`config.mk`:
```
export PLATFORM = sky130hd
export DESIGN_NAME = trc_front
export DESIGN_NICKNAME = d
export VERILOG_FILES = /design/src/rtl/trc_pkg.sv /design/src/rtl/trc_front.sv
export SDC_FILE = /design/constraint.sdc
export NUM_CORES = 1
export LEC_CHECK = 0
export ABC_AREA = 1
export BUFFER_PORTS_ARGS = -buffer_cell sky130_fd_sc_hd__buf_2
export CORE_AREA = 2 2 158 160
export DETAILED_ROUTE_END_ITERATION = 10
export DIE_AREA = 0 0 160 162
export PLACE_DENSITY = 0.4
export SYNTH_ARGS = -nofsm -noshare
export SYNTH_HDL_FRONTEND = slang
export SYNTH_SLANG_ARGS = --single-unit
export TNS_END_PERCENT = 50
```
`constraint.sdc`:
```
create_clock -name clk -period 2.3 [get_ports clk]
set_clock_uncertainty 0.1 [all_clocks]
set_input_delay 0.115 -clock clk [delete_from_list [all_inputs] [get_ports clk]]
set_output_delay 0.115 -clock clk [all_outputs]
set_load 0.02 [all_outputs]
```
`src/rtl/trc_pkg.sv`:
```
// trc_pkg: shared types and constants of the two-field range classifier.
// Used by trc_front, trc_queue, trc_back and two_field_range_classifier.
// No dependencies.
package trc_pkg;

  localparam int ADDR_W        = 32;  // address and bound width
  localparam int POS_W         = 7;   // rule_index field width
  localparam int COUNT_OUT_W   = 7;   // rule_count field width
  localparam int MATCH_W       = 6;   // match_index field width
  localparam int MAX_RULES_DEF = 64;  // default table depth
  localparam int Q_DEPTH       = 2;   // front-to-back queue depth
  localparam int Q_PTR_W       = 1;   // index width of that queue

  typedef enum logic [1:0] {
    CMD_CLASSIFY = 2'd0,
    CMD_INSERT   = 2'd1,
    CMD_REMOVE   = 2'd2,
    CMD_CLEAR    = 2'd3
  } cmd_t;

  typedef enum logic [1:0] {
    ST_OK    = 2'd0,
    ST_RANGE = 2'd1,
    ST_FULL  = 2'd2
  } status_t;

  typedef struct packed {
    logic [ADDR_W-1:0] src_low;
    logic [ADDR_W-1:0] src_high;
    logic [ADDR_W-1:0] dst_low;
    logic [ADDR_W-1:0] dst_high;
  } rule_t;

  // One decoded word on its way from front to back.
  typedef struct packed {
    cmd_t              cmd;
    status_t           status;
    logic [POS_W-1:0]  pos;
    logic [ADDR_W-1:0] src_addr;
    logic [ADDR_W-1:0] dst_addr;
    rule_t             rule;
  } op_t;

  typedef enum logic [2:0] {
    B_IDLE,
    B_SCAN,
    B_MOVE,
    B_PLACE,
    B_REPORT
  } back_state_t;

endpackage

```
`src/rtl/trc_front.sv`:
```
// trc_front: accepts input words, checks insert/remove against its own
// rule count and hands decoded ops to the queue. Depends on trc_pkg.
module trc_front #(
  parameter int MAX_RULES = trc_pkg::MAX_RULES_DEF
) (
  input  logic                       clk,
  input  logic                       rst,
  input  logic                       item_valid,
  output logic                       item_stall,
  input  logic [1:0]                 command,
  input  logic [trc_pkg::ADDR_W-1:0] src_addr,
  input  logic [trc_pkg::ADDR_W-1:0] dst_addr,
  input  logic [trc_pkg::POS_W-1:0]  rule_index,
  input  logic [trc_pkg::ADDR_W-1:0] src_low,
  input  logic [trc_pkg::ADDR_W-1:0] src_high,
  input  logic [trc_pkg::ADDR_W-1:0] dst_low,
  input  logic [trc_pkg::ADDR_W-1:0] dst_high,
  input  logic                       q_full,
  output logic                       q_push,
  output trc_pkg::op_t               q_op
);

  localparam int CNT_W = $clog2(MAX_RULES + 1);
  localparam int CMP_W = (CNT_W > trc_pkg::POS_W) ? CNT_W : trc_pkg::POS_W;

  logic [CNT_W-1:0] count;
  logic [CNT_W-1:0] count_next;
  logic [CMP_W-1:0] pos_cmp;
  logic [CMP_W-1:0] count_cmp;
  trc_pkg::cmd_t    cmd;
  trc_pkg::status_t status;

  assign item_stall = q_full;
  assign q_push     = item_valid && !q_full;
  assign cmd        = trc_pkg::cmd_t'(command);
  assign pos_cmp    = CMP_W'(rule_index);
  assign count_cmp  = CMP_W'(count);

  always_comb begin
    status     = trc_pkg::ST_OK;
    count_next = count;
    unique case (cmd)
      trc_pkg::CMD_CLASSIFY: begin
        count_next = count;
      end
      trc_pkg::CMD_INSERT: begin
        // position check wins over the full check
        if (pos_cmp > count_cmp) begin
          status = trc_pkg::ST_RANGE;
        end else if (count == CNT_W'(MAX_RULES)) begin
          status = trc_pkg::ST_FULL;
        end else begin
          count_next = count + CNT_W'(1);
        end
      end
      trc_pkg::CMD_REMOVE: begin
        if (pos_cmp >= count_cmp) begin
          status = trc_pkg::ST_RANGE;
        end else begin
          count_next = count - CNT_W'(1);
        end
      end
      trc_pkg::CMD_CLEAR: begin
        count_next = '0;
      end
      default: begin
        count_next = count;
      end
    endcase
  end

  always_comb begin
    q_op               = '0;
    q_op.cmd           = cmd;
    q_op.status        = status;
    q_op.pos           = rule_index;
    q_op.src_addr      = src_addr;
    q_op.dst_addr      = dst_addr;
    q_op.rule.src_low  = src_low;
    q_op.rule.src_high = src_high;
    q_op.rule.dst_low  = dst_low;
    q_op.rule.dst_high = dst_high;
  end

  always_ff @(posedge clk) begin
    if (rst) begin
      count <= '0;
    end else if (q_push) begin
      count <= count_next;
    end
  end

endmodule

```
Word-level counts from Yosys, hierarchy flattened:

Index checks and enable logic that the tools add are counted.
W data, S select, Z words.

* bits in latches: 0
* memory bits (read-only): 0
* word-level logic and storage cells: 25
* flip-flop bits (word level): 7
* output and inout port bits: 205
* input bits: 205
* memories: 0
* RAM bits: 0

* order comparisons: 2
* add/sub/neg operators: 2
* reduce and logical (&&, ||, !) cells: 4
* shifts and indexed selects: 0
* equal/unequal tests: 7
* bitwise gates (word level): 1
* multiplexer cells: 8
* $mul: 0
* div/mod/pow operators: 0

Operators by type and width (count)
* $mux W7: 3
* $pmux W7 S3: 1
* $add A7 B1 Y7 const B: 1
* $eq A7 B7 Y1 const B: 1
* $ge A7 B7 Y1: 1
* $gt A7 B7 Y1: 1
* $sub A7 B1 Y7 const B: 1
* $ne A2 B2 Y1 const B: 3
* $reduce_and A5 Y1: 1
* $eq A2 B2 Y1 const B: 2
* $mux W2: 2
* $pmux W2 S2: 1
* $eq A2 B1 Y1 const B: 1
* $logic_not A2 Y1: 1
* $logic_and A1 B1 Y1: 1
* $logic_not A1 Y1: 1
* $mux W1: 1
* $not A1 Y1: 1

Depth between registers and ports, before layout:

* depth in word-level cells: 4
* gate-level depth with buffers: 12

Worst setup path after synthesis:

No wires, ideal clock.

* path type: flip-flop to output port
* start: reg count[6]
* end: out q_op[200] in the netlist's numbering
* cell stages (with the launch flop): 8
* data required time: 2085 ps
* arrival time: 1547 ps
* setup slack: 538 ps
* cell sequence: dfxtp_1 > inv_2 > ha_1 > nand2_2 > inv_2 > a21oi_2 > nand2_1 > a211oi_1

RTL lines
* start: declaration: line trc_front.sv:26 `logic [CNT_W-1:0] count;`
* start signal: assignment: line trc_front.sv:89 `count <= count_next;`
* end: declaration: line trc_front.sv:20 `output trc_pkg::op_t q_op`

==> run metrics <==
status completed; initial core utilization 10.0%; CP endpoint q_op[200]; Clock transition at path regs 0.04 ns; post-CTS setup buffers 0; CTS root buffer clkbuf_16; worst min path class in -> reg; Seq. cell area 140 sq um; EDFF count, synth 0; largest net degree at the start of global routing 10; min cycle time layout 2.04 ns; First-pass DRT Iterations 4; residual DRC count 0; CTS Buf Count 3; vias ~1,200; R2R cell count 10; depth of the CTS H-tree 1; core area 0.0241 sq mm; ys async rst share 0%; Synth area leaders buf_4 63%, ha_1 8.3%, nand2_1 5.9%; Chip Width approximately 160 um; Startpoint Class flop; cells after synthesis 344; clock sink total 7; Die Area between 0.02 and 0.03 sq mm; num rows 57; Largest regs count (7); layout cells sized above 1 about a quarter; Synth top area share around 63%; number of flip-flops in the largest register 7; Yosys reg bits 7; hold_buf cts 0; worst reg2reg path startpoint count[1]; Synth cell types 23; first-pass GRT wire length 8580 um; Routed WL 6590 um; worst rel slew slack 75.9%; dpl hpwl 5660 um; Setup crit end kind output port; total gr overflow 0; number of fill cells in the layout approximately 2,900; Routed WL per cell between 10 and 15 um; GRT Overall Usage slightly below 5%; top achievable clock speed just under 500 MHz; number of global-route vias before repair about 1,300; sequential element share of the synthesized area 5.79%; multi-input logic area 658 sq um; fin crit share between 80 and 90%; Layout area overhead -36.9%; gpl congestion about 0.73; prevailing post-synth register cell dfxtp_1; Synth Cell Area around 0.0024 sq mm; IO buf count 25; Top reg by flops count; Clock Path Buffers 2; CTS tree done; area leader, netlist buf_4; WS Path Type reg -> out; Avg Inst Size Synth approximately 7.0 sq um; top post-synthesis cells by count 202 x buf_4, 38 x nand2_1, 25 x inv_1; Synth Net Count ~570; Avg Vias per Cell 2.51; DRT antenna net count 0; setup slack at placement roughly 0.32 ns; nets ~400; top-count cell post-synth buf_4; Max VDD drop approximately 0.16 mV; Warnings, synthesis 0; initial drt markers 40; max-slew violation count 0; post-cts sizing count 0; PD cells between 400 and 500 mW/mm^2; crit path DAT 1.82 ns; leak pwr 0.000651 uW; placed cell areas around 0.0014 sq mm; initial antenna violation count 0; Final Cell Area roughly 0.0015 sq mm; setup TNS 0 ns; final antenna diode count 0; RSZ-0062 raised after global routing false; internal reg-to-reg setup slack 0.50 ns; num ports a little over 400; Setup-failing EPs final 0; CP Max Fanout 4; Clk Latency, worst-skew pair around 0.24 ns; R2R Path End count[6]; Max-cap violations 0; Die Span Y 162 um; final hold vios 0; Setup crit start count[4]; worst endpoint required time between 2 and 2.5 ns; worst slew pin tran approximately 0.36 ns; fin worst setup slack 0.261 ns
==> worst max-delay path: stages (launching register included) <==
cell	delay, ns
dfxtp_1	0.37
inv_1	0.06
ha_1	0.28
nand2_1	0.07
nand2_1	0.06
a21oi_2	0.16
nand2_1	0.07
a211oi_1	0.29
buf_2	0.23
==> how the worst min path moves through the flow <==
stage,slack [ns],cells past startpoint,start,to
detailed placement,0.13,0,src_low[6],q_op[102]
CTS,0.06,2,rst,count[2]
finish,0.06,2,rst,count[2]
global route,0.07,2,rst,count[2]
floorplan,0.08,1,rst,count[2]
global placement,0.13,0,src_low[6],q_op[102]
==> final cells by class <==
type / count / area share, %
Sequential cell: 7 / 9.17
Multi-Input combinational cell: 107 / 43.1
Tap cell: 324 / 26.5
Timing Repair Buffer: 27 / 9.17
Clock buffer: 4 / 5.16
Inverter: 28 / 6.88
==> metrics by stage <==
step	cells	total power [uW]	hold WS [ns]	utilization, %
3_3_place_gp	493	313	0.130	6.01
6_report	497	613	0.0610	6.34
5_1_grt	497	653	0.0710	6.34
2_1_floorplan	344	749	0.0841	-
3_5_place_dp	493	311	0.130	6.01
4_1_cts	497	623	0.0622	6.34
==> cell usage in the layout, fill, tap and decap left out, drive strengths merged, types with 2 or more instances in the layout <==
cell type,count
ha,16
xor2,2
clkbuf,4
o21ai,2
nor2,18
inv,28
nand2,45
buf,27
nand4,3
dfxtp,7
nand3,5
a21oi,11
==> cell families after synthesis <==
group	share of synthesized area [%]
AOI/OAI and AO/OA	3.88
adders and majority gates	9.10
xor gates and xnor gates	1.09
and+or+nand+nor	13.1
buffers and inverters	67.0
DFF	5.79
==> where the power goes <==
group / internal, uW / switching, uW
Clock: 232 / 76.0
Sequential: 127 / 7.40
Combinational: 61.6 / 108
Total: 421 / 192
==> per-layer routing <==
layer | global-route usage, % | part of all wire (%) | vias up
met5 | 1.33 | 0.65 | -
met1 | 3.21 | 26 | 467
met4 | 7.25 | 14 | 2
met2 | 6.77 | 41 | 159
li1 | - | - | 507
met3 | 4.09 | 18 | 110
No activity file was read; power rests on OpenSTA's default activity.
