==> src/rtl/trc_pkg.sv <==
// trc_pkg: shared types and constants of the two-field range classifier.
// Used by trc_front, trc_queue, trc_back and two_field_range_classifier.
// No dependencies.
package trc_pkg;

  localparam int ADDR_W        = 32;  // address and bound width
  localparam int POS_W         = 7;   // rule_index field width
  localparam int COUNT_OUT_W   = 7;   // rule_count field width
  localparam int MATCH_W       = 6;   // match_index field width
  localparam int MAX_RULES_DEF = 64;  // default table depth
  localparam int Q_DEPTH       = 2;   // front-to-back queue depth
  localparam int Q_PTR_W       = 1;   // index width of that queue

  typedef enum logic [1:0] {
    CMD_CLASSIFY = 2'd0,
    CMD_INSERT   = 2'd1,
    CMD_REMOVE   = 2'd2,
    CMD_CLEAR    = 2'd3
  } cmd_t;

  typedef enum logic [1:0] {
    ST_OK    = 2'd0,
    ST_RANGE = 2'd1,
    ST_FULL  = 2'd2
  } status_t;

  typedef struct packed {
    logic [ADDR_W-1:0] src_low;
    logic [ADDR_W-1:0] src_high;
    logic [ADDR_W-1:0] dst_low;
    logic [ADDR_W-1:0] dst_high;
  } rule_t;

  // One decoded word on its way from front to back.
  typedef struct packed {
    cmd_t              cmd;
    status_t           status;
    logic [POS_W-1:0]  pos;
    logic [ADDR_W-1:0] src_addr;
    logic [ADDR_W-1:0] dst_addr;
    rule_t             rule;
  } op_t;

  typedef enum logic [2:0] {
    B_IDLE,
    B_SCAN,
    B_MOVE,
    B_PLACE,
    B_REPORT
  } back_state_t;

endpackage

==> src/rtl/trc_queue.sv <==
// trc_queue: two-entry FIFO of decoded ops between front and back.
// Depends on trc_pkg.
module trc_queue (
  input  logic         clk,
  input  logic         rst,
  input  logic         push,
  input  trc_pkg::op_t push_op,
  output logic         full,
  input  logic         pop,
  output logic         head_valid,
  output trc_pkg::op_t head_op
);

  localparam int CNT_W = $clog2(trc_pkg::Q_DEPTH + 1);

  trc_pkg::op_t              entries [trc_pkg::Q_DEPTH];
  logic [trc_pkg::Q_PTR_W-1:0] wr_ptr;
  logic [trc_pkg::Q_PTR_W-1:0] rd_ptr;
  logic [CNT_W-1:0]            fill;

  assign full       = (fill == CNT_W'(trc_pkg::Q_DEPTH));
  assign head_valid = (fill != '0);
  assign head_op    = entries[rd_ptr];

  always_ff @(posedge clk) begin
    if (push) begin
      entries[wr_ptr] <= push_op;
    end
  end

  always_ff @(posedge clk) begin
    if (rst) begin
      wr_ptr <= '0;
      rd_ptr <= '0;
      fill   <= '0;
    end else begin
      if (push) begin
        wr_ptr <= wr_ptr + trc_pkg::Q_PTR_W'(1);
      end
      if (pop) begin
        rd_ptr <= rd_ptr + trc_pkg::Q_PTR_W'(1);
      end
      if (push && !pop) begin
        fill <= fill + CNT_W'(1);
      end else if (pop && !push) begin
        fill <= fill - CNT_W'(1);
      end
    end
  end

endmodule

==> config.mk <==
export PLATFORM = sky130hd
export DESIGN_NAME = trc_queue
export DESIGN_NICKNAME = d
export VERILOG_FILES = /design/src/rtl/trc_pkg.sv /design/src/rtl/trc_queue.sv
export SDC_FILE = /design/constraint.sdc
export NUM_CORES = 1
export LEC_CHECK = 0
export BUFFER_PORTS_ARGS = -buffer_cell sky130_fd_sc_hd__buf_2
export CORE_MARGIN = 1
export CORE_UTILIZATION = 53
export DETAILED_ROUTE_END_ITERATION = 7
export PLACE_DENSITY = 0.8
export REMOVE_ABC_BUFFERS = 1
export SYNTH_ARGS = -nofsm -noshare
export SYNTH_HDL_FRONTEND = slang
export SYNTH_SLANG_ARGS = --single-unit
==> constraint.sdc <==
create_clock -name clk -period 13.6 [get_ports clk]
set_clock_uncertainty 0.15 [all_clocks]
set_input_delay 2.04 -clock clk [delete_from_list [all_inputs] [get_ports clk]]
set_output_delay 2.04 -clock clk [all_outputs]
set_load 0.03 [all_outputs]
Word level (Yosys, flattened, before mapping)
Memories as Yosys holds them, arrays and structs flattened. A register that Yosys moved wholly into a read port is not among the register bits. Index checks and enable logic that the tools add are counted.

Bits in registers: 4. RAM bits: 406. Output and inout port bits: 205. Memories: 1.

$add $sub $neg: 4. Eq/ne operators: 1. Multiplexer cells: 6. Reduce and logical (&&, ||, !) cells: 6.

Memories: entries (words 2, bits a word 203, read ports 1, clocked after memory_dff 1, wr ports 1, RTL line trc_queue.sv:16) `trc_pkg::op_t entries [trc_pkg::Q_DEPTH];`.

Operators by type and width (count): two-way mux 1 bit (4); two-way mux 2 bit (2); nonzero test 2 bit (2); adder 1 bit, second input constant (2); adder 2 x 1 -> 2 bit, second input constant (1); equality test 2 bit, second input constant (1); logical AND 1 bit (2); logical NOT 1 bit (2); subtractor 2 x 1 -> 2 bit, second input constant (1).

Longest topological paths before layout
Gate-level depths: netlist of run 1.

Depth after elaboration: 4. Depth in mapped cells: 5. Mapped depth without buffers: 5.

Least setup slack after synthesis of run 1
Ideal clock, no wire load.

Kind: input-to-reg. Start point: input push. End point: memory entries[0][0] in the netlist's numbering, enable pin. Data arrival time: 10.792 ns. Path slack: 1.864 ns. Stages on the path: 1. Path through: nor2b_1.

Word-level cells in the longest chain between the ends: 2.

Ends and longest elaborated chain: from (decl) (RTL line trc_queue.sv:6) `input logic push,`; two-way mux 1 bit (RTL line trc_queue.sv:26) `if (push) begin`; two-way mux 1 bit (implied by the code) (RTL line trc_queue.sv:27) `entries[wr_ptr] <= push_op;`; to (decl) (RTL line trc_queue.sv:16).

No other way between the ends.

==> impl_metrics.py, run 1 <==
metrics = {
    "outcome": {
        "status": "complete, no violations",
    },
    "floorplan": {
        "die_y_um": 173,
        "die-area_um2": 30100,
        "core.rowCount": 62,
        "io_pins": 412,
        "core_area_um2": 28800,
        "start_util_pct": 54.1,
        "dieWidth_um": 173,
    },
    "sta": {
        "hold_ws_ps": 350,
        "grt_setup_unrepaired": "false",
        "setup_tns_ps": 0,
        "finalCritPeriodShare_pct": 43.7,
        "hold_viol": 0,
        "relSlewSlack_pct": 31.1,
        "fmax_mhz": 168,
        "worst_pin_slew_ps": 1030,
        "final_max_slew_viol_count": 0,
        "min_period_ps": 5940,
        "setup_slack_ps": 7660,
        "setup_viol": 0,
    },
    "finish": {
        "final_common_cell": "buf_2",
        "layout_common_cells": "411 x buf_2, 406 x edfxtp_1, 170 x mux2_4",
        "areaGrowthSynthToFinish_pct": 23.4,
        "drive_above_1_share_pct": 60.4,
        "nNetsFinal": 1300,
    },
    "cts": {
        "cts-resized-gates": 0,
        "cts_root_buf": "clkbuf_16",
        "post_cts_buffers": 0,
        "hold_buffers": 0,
        "h-tree-depth": 2,
        "path_clk_slew_ps": 60,
        "insertion_delay_ps": 510,
        "clock-sinks": 411,
        "cts_buffers": 40,
        "clk_path_buf_depth": 3,
        "cts_tree": "done",
    },
    "logic_synthesis": {
        "ys_warn_count": 0,
        "ys_seq_elements": 411,
        "yosysSeqAreaShare_pct": 79.0,
        "avgSynthCellArea_um2": 23.8,
        "synthCells": 654,
        "ys_top_cells_by_area": "edfxtp_1 78%, mux2_4 16%, mux2_2 2.4%",
        "yosysTopAreaCell": "edfxtp_1",
        "synth_top_area_share_pct": 78.3,
        "synth_area_um2": 15600,
        "ys_types": 18,
    },
    "pwr": {
        "ir_drop_v": 0.000108,
        "powerDensity_nw_per_um2": 156,
        "cellLeakagePower_uw": 0.00758,
    },
    "worst_setup_path": {
        "worst-setup-path-type": "flip-flop to primary output",
        "critPathRequiredTime_ps": 11410,
        "crit_chain": "buf_4, buf_4, mux2_2, buf_2",
        "reg2reg_slack_ps": 10450,
        "timing.rr.start": "wr_ptr",
        "endpoint_kind": "primary output",
        "critPathLaunchType": "flip-flop",
        "path_common_cell": "buf_4",
        "slowest_stage": "dfxtp_4",
        "cp_max_fo": 54,
        "r2r_cells": 3,
        "r2r_end": "entries[0][43]",
        "slowest_delay_ps": 970,
        "worst-path-buf-inv": 3,
        "cp_num_cells": 4,
        "arrival_ps": 3750,
        "critPathTopFamily": "buffers and inverters",
    },
    "routing": {
        "wire_per_inst_um": 20.0,
        "drc": 0,
        "drt_iter0_drc": 521,
        "first_pass_iters": 4,
        "vias": 7619,
        "finalWirelength_um": 30200,
        "viasPerCell": 5.04,
        "ant_nets": 0,
    },
    "hold_path": {
        "min_path_cells": 2,
        "holdPathEnd": "fill[1]",
        "hp-class": "flip-flop to flip-flop",
        "hold_start": "fill[1]",
    },
    "placement": {
        "gp_congestion": 0.796,
        "detailed_place_hpwl_um": 20500,
        "io_buffers": 411,
        "dp_slack_ps": 8200,
    },
    "grt": {
        "grt_max_degree": 72,
        "overflow": 0,
        "grt_pass1_wl_um": 44200,
        "antenna_found_initial": 12,
        "first_global_vias": 7892,
        "grtUsageTotal_pct": 19.5,
    },
    "flow_run": {
        "cap_viol_max_count": 0,
    },
}
-- cell usage after synthesis --
| cell | number |
|---|---|
| edfxtp_1 | 406 |
| mux2_4 | 170 |
| mux2_2 | 33 |
| buf_6 | 19 |
| dfxtp_1 | 5 |
| nor2_1 | 4 |
| buf_2 | 3 |
| nor2b_1 | 2 |
| xnor2_1 | 2 |
| xor2_1 | 2 |
| a21oi_1 | 1 |
| and2_1 | 1 |
| buf_8 | 1 |
| ha_1 | 1 |
| inv_1 | 1 |
| o21ai_0 | 1 |
| or2_2 | 1 |
| or3_1 | 1 |
-- worst min-delay path: stages, from the launching register on --
cell     delay [ps]
dfxtp_1         320
o21ai_0          70
a21oi_1          60
-- registers in the layout (all words and copies together), names as in the netlist, named ones only --
signal,flops
entries,406
fill,2
rd_ptr,1
wr_ptr,1
-- logic make-up (layout without fill, tap and decap cells) --
| group | after synthesis | in the layout | synth area share, % |
|---|---|---|---|
| flops | 411 | 411 | 79.0 |
| buf+inv | 24 | 490 | 1.59 |
| simple gates | 9 | 9 | 0.297 |
| fa+ha+maj | 1 | 1 | 0.0804 |
| compound gates | 2 | 2 | 0.0642 |
| mux | 203 | 203 | 18.8 |
| other cells | 0 | 9 | 0 |
| xor+xnor | 4 | 4 | 0.225 |
-- worst max-delay path by stage --
stage,startpoint,end,slack (ps)
finish,flip-flop,head_op[11],7660
global route,flip-flop,head_op[11],7490
global placement,flip-flop,head_op[11],8260
floorplan,push,entries[0][0],1860
CTS,flip-flop,head_op[189],7640
detailed placement,flip-flop,head_op[189],8200
-- routing by layer --
metal	wire length, µm	vias to the layer above	GRT usage, %
met5	27	-	0
met4	1150	4	8.96
met3	2610	70	6.69
met2	15300	329	33.5
met1	11100	3729	21.9
li1	-	3487	-
-- power breakdown --
part           switching, µW  internal [µW]  total, µW
logic                    267            172        438
clock network            426            624       1050
registers               27.9           1480       1510
-- final cells by class --
class | count | area [µm²]
Clock inverter | 21 | 190
Antenna cell | 9 | 22.5
Inverter | 1 | 3.75
Clock buffer | 49 | 1060
Sequential cell | 411 | 12300
Fill cell | 1943 | 9580
Tap cell | 384 | 480
Timing Repair Buffer | 419 | 2120
Multi-Input combinational cell | 219 | 3040
-- stage by stage --
step                      instance area (µm²)  cells  util [%]  power, µW
after floorplan                         15300    631         -       1900
after global placement                  17900   1434      62.3       1970
after detailed placement                17900   1434      62.3       1980
after CTS                               19200   1504      66.6       3020
after global routing                    19200   1512      66.7       3090
final                                   19200   1513      66.7       3000
No activity file was read; power rests on OpenSTA's default activity.
==> run 2: changes to the inputs <==
clock period = 6.2 ns   (was 13.6 ns; I/O delays follow)
==> impl_metrics.py, run 2 (same netlist as run 1, synthesis figures left out) <==
metrics = {
    "sta": {
        "worst_pin_slew_ps": 1020,
        "min_period_ps": 3250,
        "setup_slack_ps": 2950,
        "relSlewSlack_pct": 32.2,
        "grt_setup_unrepaired": "false",
        "final_max_slew_viol_count": 0,
        "setup_tns_ps": 0,
        "hold_viol": 0,
        "fmax_mhz": 308,
        "finalCritPeriodShare_pct": 52.3,
        "setup_viol": 0,
    },
    "cts": {
        "insertion_delay_ps": 510,
        "hold_buffers": 0,
        "cts-resized-gates": 0,
        "path_clk_slew_ps": 50,
        "clk_path_buf_depth": 3,
        "cts_buffers": 42,
        "clock-sinks": 411,
        "cts_tree": "done",
        "cts_root_buf": "clkbuf_16",
        "post_cts_buffers": 0,
        "h-tree-depth": 2,
    },
    "routing": {
        "vias": 7600,
        "viasPerCell": 5.01,
        "first_pass_iters": 4,
        "wire_per_inst_um": 19.4,
        "drc": 0,
        "drt_iter0_drc": 378,
        "finalWirelength_um": 29400,
        "ant_nets": 0,
    },
    "floorplan": {
        "io_pins": 412,
        "dieWidth_um": 173,
        "core.rowCount": 62,
        "start_util_pct": 54.1,
        "core_area_um2": 28800,
        "die-area_um2": 30100,
        "die_y_um": 173,
    },
    "grt": {
        "first_global_vias": 7849,
        "antenna_found_initial": 10,
        "grtUsageTotal_pct": 18.9,
        "grt_max_degree": 105,
        "grt_pass1_wl_um": 43000,
        "overflow": 0,
    },
    "finish": {
        "drive_above_1_share_pct": 60.1,
        "final_common_cell": "buf_2",
        "areaGrowthSynthToFinish_pct": 23.7,
        "regMostFlops": "entries",
        "largest_reg_flops": 406,
        "final_util_pct": 66.9,
        "layout_common_cells": "411 x buf_2, 406 x edfxtp_1, 170 x mux2_4",
        "stdcell_area_um2": 19300,
        "nNetsFinal": 1302,
        "final_cells": 1517,
        "top_regs": "entries x406, fill x2",
    },
    "flow_run": {
        "cap_viol_max_count": 0,
    },
    "placement": {
        "io_buffers": 411,
        "detailed_place_hpwl_um": 19300,
        "gp_congestion": 0.766,
        "dp_slack_ps": 3090,
        "place_inst": 1434,
        "place_area_um2": 18000,
    },
    "pwr": {
        "powerDensity_nw_per_um2": 342,
        "ir_drop_v": 0.000293,
        "cellLeakagePower_uw": 0.00758,
    },
    "worst_setup_path": {
        "cp_max_fo": 104,
        "critPathRequiredTime_ps": 5120,
        "critPathLaunchType": "flip-flop",
        "endpoint_kind": "primary output",
        "worst-setup-path-type": "flip-flop to primary output",
        "arrival_ps": 2170,
    },
    "hold_path": {
        "hp-class": "flip-flop to flip-flop",
    },
    "outcome": {
        "status": "complete, no violations",
    },
}
-- run 2: cell count changes in the layout (fill, tap and decap cells not counted), sizes merged --
cell | before | now
clkbuf | 49 | 61
clkinv | 17 | 9
bufinv | 4 | 2
clkinvlp | 0 | 1
inv | 1 | 2
-- run 2: report_power, final --
part | leakage (µW) | switching (µW) | internal, µW
Sequential | 0.00385 | 41.9 | 3250
Clock | 0.000605 | 943 | 1360
Combinational | 0.00313 | 604 | 379
Total | 0.00758 | 1590 | 4990
-- run 2: final cells by class --
cell class,count,area (µm²)
Tap cell,384,480
Antenna cell,9,22.5
Fill cell,1939,9530
Timing Repair Buffer,419,2150
Multi-Input combinational cell,219,3040
Inverter,1,3.75
Sequential cell,411,12300
Clock buffer,61,1140
Clock inverter,13,114
-- run 2: layer usage --
layer,routed length [µm],GRT usage (%)
met2,15200,33.4
met1,10600,20.5
met4,911,7.85
met3,2640,6.93
met5,40,0
-- run 2: path summary, 6_finish.rpt --
| kind | slack [ps] | start | cells past startpoint | endpoint |
|---|---|---|---|---|
| min | 370 | rd_ptr | 2 | rd_ptr |
| max | 2950 | flip-flop | 3 | head_op[192] |
| max reg2reg | 3840 | wr_ptr | 2 | entries[1][101] |
| min reg2reg | 370 | rd_ptr | 2 | rd_ptr |
-- run 2: critical path: stages, from the launching register on --
cell and delay [ps]:
dfxtp_4 370, buf_12 520, mux2_2 420, buf_2 180
-- run 2: per-stage QoR --
step / power, µW / hold slack (ps)
final: 6580 / 375
after global routing: 6790 / 415
after CTS: 6650 / 381
after detailed placement: 4340 / 367
after global placement: 4310 / 335
after floorplan: 4170 / 306
==> run 3: changes to the inputs <==
clock period = 3.14 ns   (was 6.2 ns; I/O delays follow)
==> impl_metrics.py, run 3 (same netlist as run 1, synthesis figures left out) <==
metrics = {
    "routing": {
        "viasPerCell": 5.02,
        "vias": 8640,
        "finalWirelength_um": 34900,
        "wire_per_inst_um": 20.3,
        "drc": 0,
        "ant_nets": 0,
        "first_pass_iters": 4,
        "drt_iter0_drc": 455,
    },
    "pwr": {
        "netSwitchingPower_uw": 3380,
        "p_comb_share_pct": 16.3,
        "cellLeakagePower_uw": 0.00850,
        "p_clk_share_pct": 35.3,
        "ir_drop_v": 0.000583,
        "powerDensity_nw_per_um2": 628,
        "swShare_pct": 25.2,
        "p_seq_share_pct": 48.4,
        "p_int_uw": 10100,
    },
    "grt": {
        "overflow": 0,
        "grt_max_degree": 135,
        "antenna_found_initial": 5,
        "grtUsageTotal_pct": 22.8,
        "first_global_vias": 9480,
        "grt_pass1_wl_um": 52000,
    },
    "finish": {
        "largest_reg_flops": 406,
        "areaGrowthSynthToFinish_pct": 37.5,
        "layout_common_cells": "411 x buf_2, 406 x edfxtp_1, 201 x dlygate4sd3_1",
        "drive_above_1_share_pct": 51.7,
        "nNetsFinal": 1507,
        "final_common_cell": "buf_2",
        "final.fill_count": 1615,
        "seq_area_um2": 12300,
        "regMostFlops": "entries",
        "top_regs": "entries x406, fill x2",
        "multi_input_area_um2": 3040,
    },
    "sta": {
        "setup_viol": 0,
        "finalCritPeriodShare_pct": 84.2,
        "worst_pin_slew_ps": 915,
        "fmax_mhz": 378,
        "relSlewSlack_pct": 39.0,
        "final_max_slew_viol_count": 0,
        "min_period_ps": 2640,
        "setup_slack_ps": 496,
        "hold_viol": 0,
        "hold_ws_ps": 23.1,
        "grt_setup_unrepaired": "false",
    },
    "floorplan": {
        "io_pins": 412,
        "die_y_um": 173,
        "core.rowCount": 62,
        "start_util_pct": 54.1,
        "core_area_um2": 28800,
        "die-area_um2": 30100,
        "dieWidth_um": 173,
    },
    "worst_setup_path": {
        "cp_max_fo": 75,
        "critPathRequiredTime_ps": 2520,
        "slowest_delay_ps": 410,
        "critPathLaunchType": "flip-flop",
        "endpoint_kind": "primary output",
        "arrival_ps": 2020,
        "crit_chain": "buf_12, mux2_2, buf_2",
        "worst-setup-path-type": "flip-flop to primary output",
        "slowest_stage": "buf_12",
    },
    "cts": {
        "cts_tree": "done",
        "hold_buffers": 201,
        "cts-resized-gates": 0,
        "path_clk_slew_ps": 60,
        "clk_path_buf_depth": 3,
        "post_cts_buffers": 0,
        "clock-sinks": 411,
        "h-tree-depth": 2,
        "insertion_delay_ps": 520,
        "cts_buffers": 42,
        "cts_root_buf": "clkbuf_16",
    },
    "hold_path": {
        "hp-class": "primary input to flip-flop",
    },
    "placement": {
        "gp_congestion": 0.779,
        "dp_slack_ps": 1070,
        "detailed_place_hpwl_um": 20100,
        "io_buffers": 411,
    },
    "outcome": {
        "status": "complete, no violations",
    },
    "flow_run": {
        "cap_viol_max_count": 0,
    },
}
[run 3: critical path: cells and delay by family (launching register included)]
kind | cells | cell delay, ps
multiplexers | 1 | 410
flip-flops | 1 | 390
buffers and inverters | 2 | 590
[run 3: power by group through the flow]
stage | Combinational, µW | Sequential (µW) | Clock [µW]
6_report | 2190 | 6510 | 4750
5_1_grt | 2290 | 6530 | 5050
4_1_cts | 2180 | 6500 | 4800
3_5_place_dp | 1970 | 6610 | 0
3_3_place_gp | 1940 | 6590 | 0
2_1_floorplan | 1460 | 6770 | 0
[run 3: metrics by stage]
step / total power, µW / instances / utilization [%] / TNS [ps] / area [µm²]
after CTS: 13500 / 1717 / 74.4 / 0 / 21400
final: 13500 / 1722 / 74.4 / 0 / 21400
after floorplan: 8230 / 631 / - / -3082070 / 15300
after global placement: 8530 / 1438 / 62.8 / 0 / 18100
after detailed placement: 8580 / 1438 / 62.8 / 0 / 18100
after global routing: 13900 / 1722 / 74.4 / 0 / 21400
[run 3: path summary, 6_finish.rpt]
path	from	slack, ps	end	cells after the start
min	push_op[71]	20	entries[1][71]	1
min reg2reg	fill[1]	370	fill[1]	2
max reg2reg	wr_ptr	1320	entries[1][115]	2
max	flip-flop	500	head_op[5]	3
[run 3: final cells by class]
class	count	share of cell area (%)
Sequential cell	411	57.4
Multi-Input combinational cell	219	14.2
Timing Repair Buffer	624	19.9
Antenna cell	5	0.0584
Clock inverter	27	1.10
Inverter	1	0.0175
Clock buffer	51	5.07
Tap cell	384	2.24
[run 3: layer usage]
layer | part of all wire [%] | global-route usage, %
met1 | 36 | 25.1
met2 | 53 | 41.2
met3 | 7.6 | 6.64
met4 | 3.4 | 9.33
met5 | 0 | 0
